### config.mk
export PLATFORM = sky130hd
export DESIGN_NAME = snc_ctrl
export DESIGN_NICKNAME = d
export VERILOG_FILES = /design/src/design/snc_pkg.sv /design/src/design/snc_ctrl.sv
export SDC_FILE = /design/constraint.sdc
export NUM_CORES = 1
export LEC_CHECK = 0
export BUFFER_PORTS_ARGS = -buffer_cell sky130_fd_sc_hd__buf_2
export CORE_MARGIN = 2
export CORE_UTILIZATION = 44
export DETAILED_ROUTE_END_ITERATION = 8
export PLACE_DENSITY = 0.71
export SKIP_CTS_REPAIR_TIMING = 1
export SYNTH_ARGS = -nofsm -noshare
export SYNTH_HDL_FRONTEND = slang
export SYNTH_SLANG_ARGS = --single-unit
export TNS_END_PERCENT = 30
### constraint.sdc
create_clock -name clk -period 5.2 [get_ports clk]
set_input_delay 1.04 -clock clk [delete_from_list [all_inputs] [get_ports clk]]
set_output_delay 1.04 -clock clk [all_outputs]
set_load 0.005 [all_outputs]
### src/design/snc_pkg.sv
`timescale 1ns / 1ps
`default_nettype none

package snc_pkg;

    // default configuration of the top level
    localparam int MAX_TAPS_DEF    = 64;
    localparam int SAMPLE_BITS_DEF = 16;

    // fixed field widths
    localparam int LEN_BITS   = 7;
    localparam int INDEX_BITS = 6;
    localparam int VALUE_BITS = 16;
    localparam int COEF_BITS  = 16;
    localparam int POS_BITS   = 32;

    // operands are brought below 2^NORM_BITS before the ratio stage
    localparam int NORM_BITS  = 37;
    localparam int MUL_STEPS  = NORM_BITS;
    localparam int DIV_STEPS  = 33;
    localparam int ROOT_STEPS = 16;
    localparam int STEP_BITS  = 6;

    // reset value of the length register
    localparam logic [LEN_BITS-1:0] LEN_RESET = 7'd64;

    // input kind carried in tuser bit 0
    localparam logic CMD_TAP    = 1'b0;
    localparam logic CMD_SAMPLE = 1'b1;

    typedef enum logic [8:0] {
        ST_IDLE  = 9'b000000001,
        ST_MAC   = 9'b000000010,
        ST_CHECK = 9'b000000100,
        ST_NORM  = 9'b000001000,
        ST_MUL   = 9'b000010000,
        ST_DIV   = 9'b000100000,
        ST_ROOT  = 9'b001000000,
        ST_FIN   = 9'b010000000,
        ST_OUT   = 9'b100000000
    } state_t;

    // controller to datapath
    typedef struct packed {
        logic tap_wr;
        logic sample_wr;
        logic mac_start;
        logic mac_run;
        logic norm_load;
        logic norm_shift;
        logic set_zero;
        logic set_null;
        logic mul_start;
        logic mul_run;
        logic div_start;
        logic div_run;
        logic root_start;
        logic root_run;
        logic finish;
        logic out_load;
    } cmd_t;

    // datapath to controller
    typedef struct packed {
        logic window_full;
        logic mac_done;
        logic acc_zero;
        logic norm_zero;
        logic too_big;
        logic step_done;
        logic out_free;
    } stat_t;

endpackage

`default_nettype wire

### src/design/snc_ctrl.sv
`timescale 1ns / 1ps
`default_nettype none

module snc_ctrl
    import snc_pkg::*;
(
    input  wire logic  clk,
    input  wire logic  rst_n,
    input  wire logic  in_valid,
    input  wire logic  in_kind,
    input  wire stat_t stat,
    output logic       in_ready,
    output cmd_t       cmd
);

    state_t state_reg;
    state_t state_next;

    // state register
    always_ff @(posedge clk or negedge rst_n)
    begin
        if (!rst_n)
        begin
            state_reg <= ST_IDLE;
        end
        else
        begin
            state_reg <= state_next;
        end
    end

    assign in_ready = (state_reg == ST_IDLE);

    // sequencing of the phases
    always_comb
    begin
        state_next = state_reg;
        cmd        = '0;
        case (state_reg)
            ST_IDLE:
            begin
                if (in_valid)
                begin
                    if (in_kind == CMD_TAP)
                    begin
                        cmd.tap_wr = 1'b1;
                    end
                    else
                    begin
                        cmd.sample_wr = 1'b1;
                        if (stat.window_full)
                        begin
                            cmd.mac_start = 1'b1;
                            state_next    = ST_MAC;
                        end
                    end
                end
            end
            ST_MAC:
            begin
                cmd.mac_run = 1'b1;
                if (stat.mac_done)
                begin
                    state_next = ST_CHECK;
                end
            end
            ST_CHECK:
            begin
                if (stat.acc_zero)
                begin
                    cmd.set_zero = 1'b1;
                    state_next   = ST_OUT;
                end
                else
                begin
                    cmd.norm_load = 1'b1;
                    state_next    = ST_NORM;
                end
            end
            ST_NORM:
            begin
                if (stat.too_big)
                begin
                    cmd.norm_shift = 1'b1;
                end
                else if (stat.norm_zero)
                begin
                    cmd.set_null = 1'b1;
                    state_next   = ST_OUT;
                end
                else
                begin
                    cmd.mul_start = 1'b1;
                    state_next    = ST_MUL;
                end
            end
            ST_MUL:
            begin
                cmd.mul_run = 1'b1;
                if (stat.step_done)
                begin
                    state_next = ST_DIV;
                end
            end
            ST_DIV:
            begin
                if (cmd.div_start == 1'b0)
                begin
                    cmd.div_run = 1'b1;
                end
                if (stat.step_done)
                begin
                    state_next = ST_ROOT;
                end
            end
            ST_ROOT:
            begin
                cmd.root_run = 1'b1;
                if (stat.step_done)
                begin
                    state_next = ST_FIN;
                end
            end
            ST_FIN:
            begin
                cmd.finish = 1'b1;
                state_next = ST_OUT;
            end
            ST_OUT:
            begin
                if (stat.out_free)
                begin
                    cmd.out_load = 1'b1;
                    state_next   = ST_IDLE;
                end
            end
            default:
            begin
                state_next = ST_IDLE;
            end
        endcase
        // each phase hands over to the next on its last step
        if (state_reg == ST_MUL && stat.step_done)
        begin
            cmd.div_start = 1'b1;
        end
        if (state_reg == ST_DIV && stat.step_done)
        begin
            cmd.root_start = 1'b1;
        end
    end

endmodule

`default_nettype wire

# Yosys cells after proc, flatten, opt, wreduce, memory -nomap -nowiden
# Index checks and enable logic that the tools add are counted.
[classes]
eq_ne = 18
mux = 36
reduce_logical = 3
[ops]
columns = ["op", "n"]
rows = [
  ["two-way mux 9 bit", 11],
  ["one-hot mux 9 bit (9 select lines)", 1],
  ["two-way mux 1 bit", 19],
  ["inequality test 2 bit, second input constant", 9],
  ["equality test 9 x 1 -> 1 bit, second input constant", 1],
  ["equality test 9 x 2 -> 1 bit, second input constant", 1],
  ["equality test 9 x 3 -> 1 bit, second input constant", 1],
  ["equality test 9 x 4 -> 1 bit, second input constant", 1],
  ["equality test 9 x 5 -> 1 bit, second input constant", 1],
  ["equality test 9 x 6 -> 1 bit, second input constant", 1],
  ["equality test 9 x 7 -> 1 bit, second input constant", 1],
  ["equality test 9 x 8 -> 1 bit, second input constant", 1],
  ["equality test 9 bit, second input constant", 1],
  ["AND reduction 9 bit", 1],
  ["two-way mux 2 bit", 3],
  ["two-way mux 3 bit", 2],
  ["logical AND 1 bit", 2],
]
[word_totals]
wordCells = 58
regBits = 9
input_bits = 11
output_inout_bits = 17

# Longest topological paths before layout
[logic_depth]
ltp_word = 4
depth_mapped = 6

# Worst setup path after synthesis
# OpenSTA, ideal clock, no wires.
[synth_timing]
kind = "register to output"
from = "register state_reg[4]"
to = "output port cmd[15] in the netlist's numbering"
required_ns = 4.160
path_buffers = 1
arrival_time_ns = 1.613
stages_incl_launch_ff = 7
slack_ns = 2.547
cell_sequence = "dfrtp_1 buf_6 or4_4 nor2_4 nand2_2 nor2_1 and3b_1"
[synth_lines]
columns = ["item", "line_no", "rtl"]
rows = [
  ["start: declaration", "snc_ctrl.sv:16", "state_t state_reg;"],
  ["start signal: assignment", "snc_ctrl.sv:28", "state_reg <= state_next;"],
  ["end: declaration", "snc_ctrl.sv:13", "output cmd_t cmd"],
]

==> impl_results.md <==
* Syn Inst Count at 90
* Largest area contributor in the netlist: dfrtp_1
* Syn Nets at 101
* Pwr dens at 243 nW/um2
* Worst setup startpoint: state_reg[7]
* Unrepaired setup endpoints after global routing: false
* Setup Skew at 1.44 ps
* NumNets Final at 125
* Worst R2R Start: state_reg[1]
* Combinational share of power at 34.8%
* Commonest cells after routing, fill and taps aside: buf_2 (27), dfrtp_1 (8), nor2_1 (6), nor3_1 (6), o21ai_0 (5)
* Starting density of the core at 47.2%
* Number of diodes at 0
* Clock Power Share at 25.4%
* Die width at 47.3 um
* Drt first pass iters at 4
* Cell-internal power at 0.144 mW
* First-pass GRT wire length at 2910 um
* Clk slew on worst S/H paths at 70 ps
* Top FF cell, synth: dfrtp_1
* Worst R2R Path Depth at 5
* Fin Setup TNS at 0 ps
* # setup viols final at 0
* Antenna violations before repair at 0
* Syn avg cell area at 9.16 um2
* Critical path depth at 6
* Crit-path leading delay family: simple AND/OR/NAND/NOR gates
* Crit path kind: flip-flop to output port
* Critical path's largest stage delay at 550 ps
* Post-Syn Area at 825 um2
* Vias in the first global route at 668
* Sequential share of the synthesized area at 27.5%
* Post-route ant nets at 0
* Synth top area share at 24.3%
* Root buf cell: clkbuf_4
* Max Buffers Root-to-Sink at 2
* FMAX at 327 MHz
* CTS tree: yes
* # DRC at 0
* Final hold vios at 0
* Post-synth EDFFs at 0
* Largest cells by area after synthesis: dfrtp_1 (24%), buf_6 (4.1%), nor3_1 (3.6%), o41ai_4 (3.3%), dfstp_2 (3.2%)
* Tot GR Track Use at 18.4%
* H-tree level count at 1
* Status: completed
* Initial detailed-routing violation count at 25
* Number of core rows at 15
* Max cap viols at 0
* Vert. Die Dim at 47.3 um
* Setup slack at placement at 2450 ps
* Max reg flops at 9
* Critical Path AT at 2020 ps
* Slew margin rel. at 66.7%
* Total number of vias at 774
* Vias per cell at 5.61
* Cell Chain, Critical Path: or4_4, nor2_4, nand2_2, nor2_1, and3_1, buf_2
* Crit path buffers/inverters at 1
* Die Area at 2240 um2
* Crit path time final at 3060 ps
* # IOs at 28
* Core area at 1750 um2
* Sequential cell fraction of total power at 39.8%
* Final period util at 58.8%
* Share of layout cells above drive strength 1 at 36.3%
* Area grow syn2layout at 15.3%
* Pin count of the biggest net entering global routing at 11
* Switching pwr at 0.0868 mW
* YS warnings at 0
* Final WL at 1830 um
* Worst-Margin Slew at 492 ps
* Clk sink count at 9
* Asr flop ratio synth at 100%
* Clk Latency, worst-skew pair at 270 ps
* Lkg Pwr at 0.513 nW
* Crit end category: output port
* CP max stage cell: or4_4
* GPL Wtd Cong at 0.780
* Num CTS Buffers at 3
* Dpl hpwl at 1420 um
* Number of fill cells at 173
* Overflow after GRT at 0
* Peak VDD IR at 0.145 mV
* Fin worst setup slack at 2140 ps
* Count of port buffers added during placement at 27
* Distinct cells, synth at 43
* Yosys reg bits at 9
* Maximum fanout along the worst path at 9
* Sw frac at 37.5%
* Routed WL per cell at 13.3 um
* Pins Over Slew Limit at 0
* Critical Path Start Type: flip-flop
* Leading cell type in the layout, fill and taps excluded: buf_2
* Critical Path RT at 4160 ps
* Hold Path Class: input port to async pin
-- power by group through the flow --
| stage | Sequential (mW) | Clock (mW) | Combinational, mW |
|---|---|---|---|
| final | 0.0920 | 0.0586 | 0.0805 |
| after floorplan | 0.0891 | 0 | 0.0586 |
| after global placement | 0.0930 | 0 | 0.0798 |
| after CTS | 0.0921 | 0.0566 | 0.0807 |
| after global routing | 0.0939 | 0.0608 | 0.0892 |
| after detailed placement | 0.0934 | 0 | 0.0795 |
-- layout make-up --
class / instances / area, um2 / area share, %
clock buffers: 4 / 26.3 / 2.76
flip-flops and latches: 9 / 226 / 23.8
repair buffers: 27 / 135 / 14.2
well taps: 25 / 31.3 / 3.29
inverters: 1 / 3.75 / 0.395
multi-input cells: 72 / 528 / 55.5
-- path summary, 6_finish.rpt --
kind,end,slack (ps)
setup / recovery,cmd[14],2140
hold / removal,state_reg[8],620
setup reg to reg,state_reg[8],3300
hold reg to reg,state_reg[4],690
max in group asynchronous,state_reg[0],4330
min in group clk,state_reg[4],690
-- cells by family after synthesis --
kind of cell / share of synthesized area [%]
muxes: 1.21
xor gates and xnor gates: 3.19
DFF: 27.5
AOI/OAI and AO/OA: 17.8
buffers and inverters: 8.50
and+or+nand+nor: 41.9
-- worst reg2reg max path, stage by stage (launching register included) --
cell and delay [ps]:
dfrtp_1 480, nor4_4 360, nand2b_1 160, o41ai_4 450, nor2b_1 130, o21a_1 210
-- synthesized netlist by cell type, types with 2 or more instances --
cell type  number
nand2b_1        3
and3b_1         2
buf_6           3
buf_4           3
nor2_1          6
nor4_1          2
nor2b_1         3
nand2_1         3
nor3b_1         3
o211ai_1        2
o21ai_0         5
nor3_1          6
a21o_1          2
nor4b_1         2
and2_1          4
dfrtp_1         8
xor2_1          2
and3_1          4
nand3_1         3
-- layer usage --
metal  share of wire (%)  vias up  track usage (%)
met5                   0        -                0
met4                 1.0        0             5.00
met3                 8.0        3             3.85
met2                  46       31             29.2
met1                  45      362             25.3
li1                    -      378                -
-- per-stage QoR --
stage               std cells  total power [mW]  instance area [um2]  hold slack, ps  utilization (%)
global route              138             0.244                  951             628             54.5
finish                    138             0.231                  951             615             54.5
floorplan                  90             0.148                  825             571                -
detailed placement        134             0.173                  925             659             53.0
global placement          134             0.173                  925             641             53.0
CTS                       138             0.229                  951             629             54.5
(Power assumes the default switching activity.)
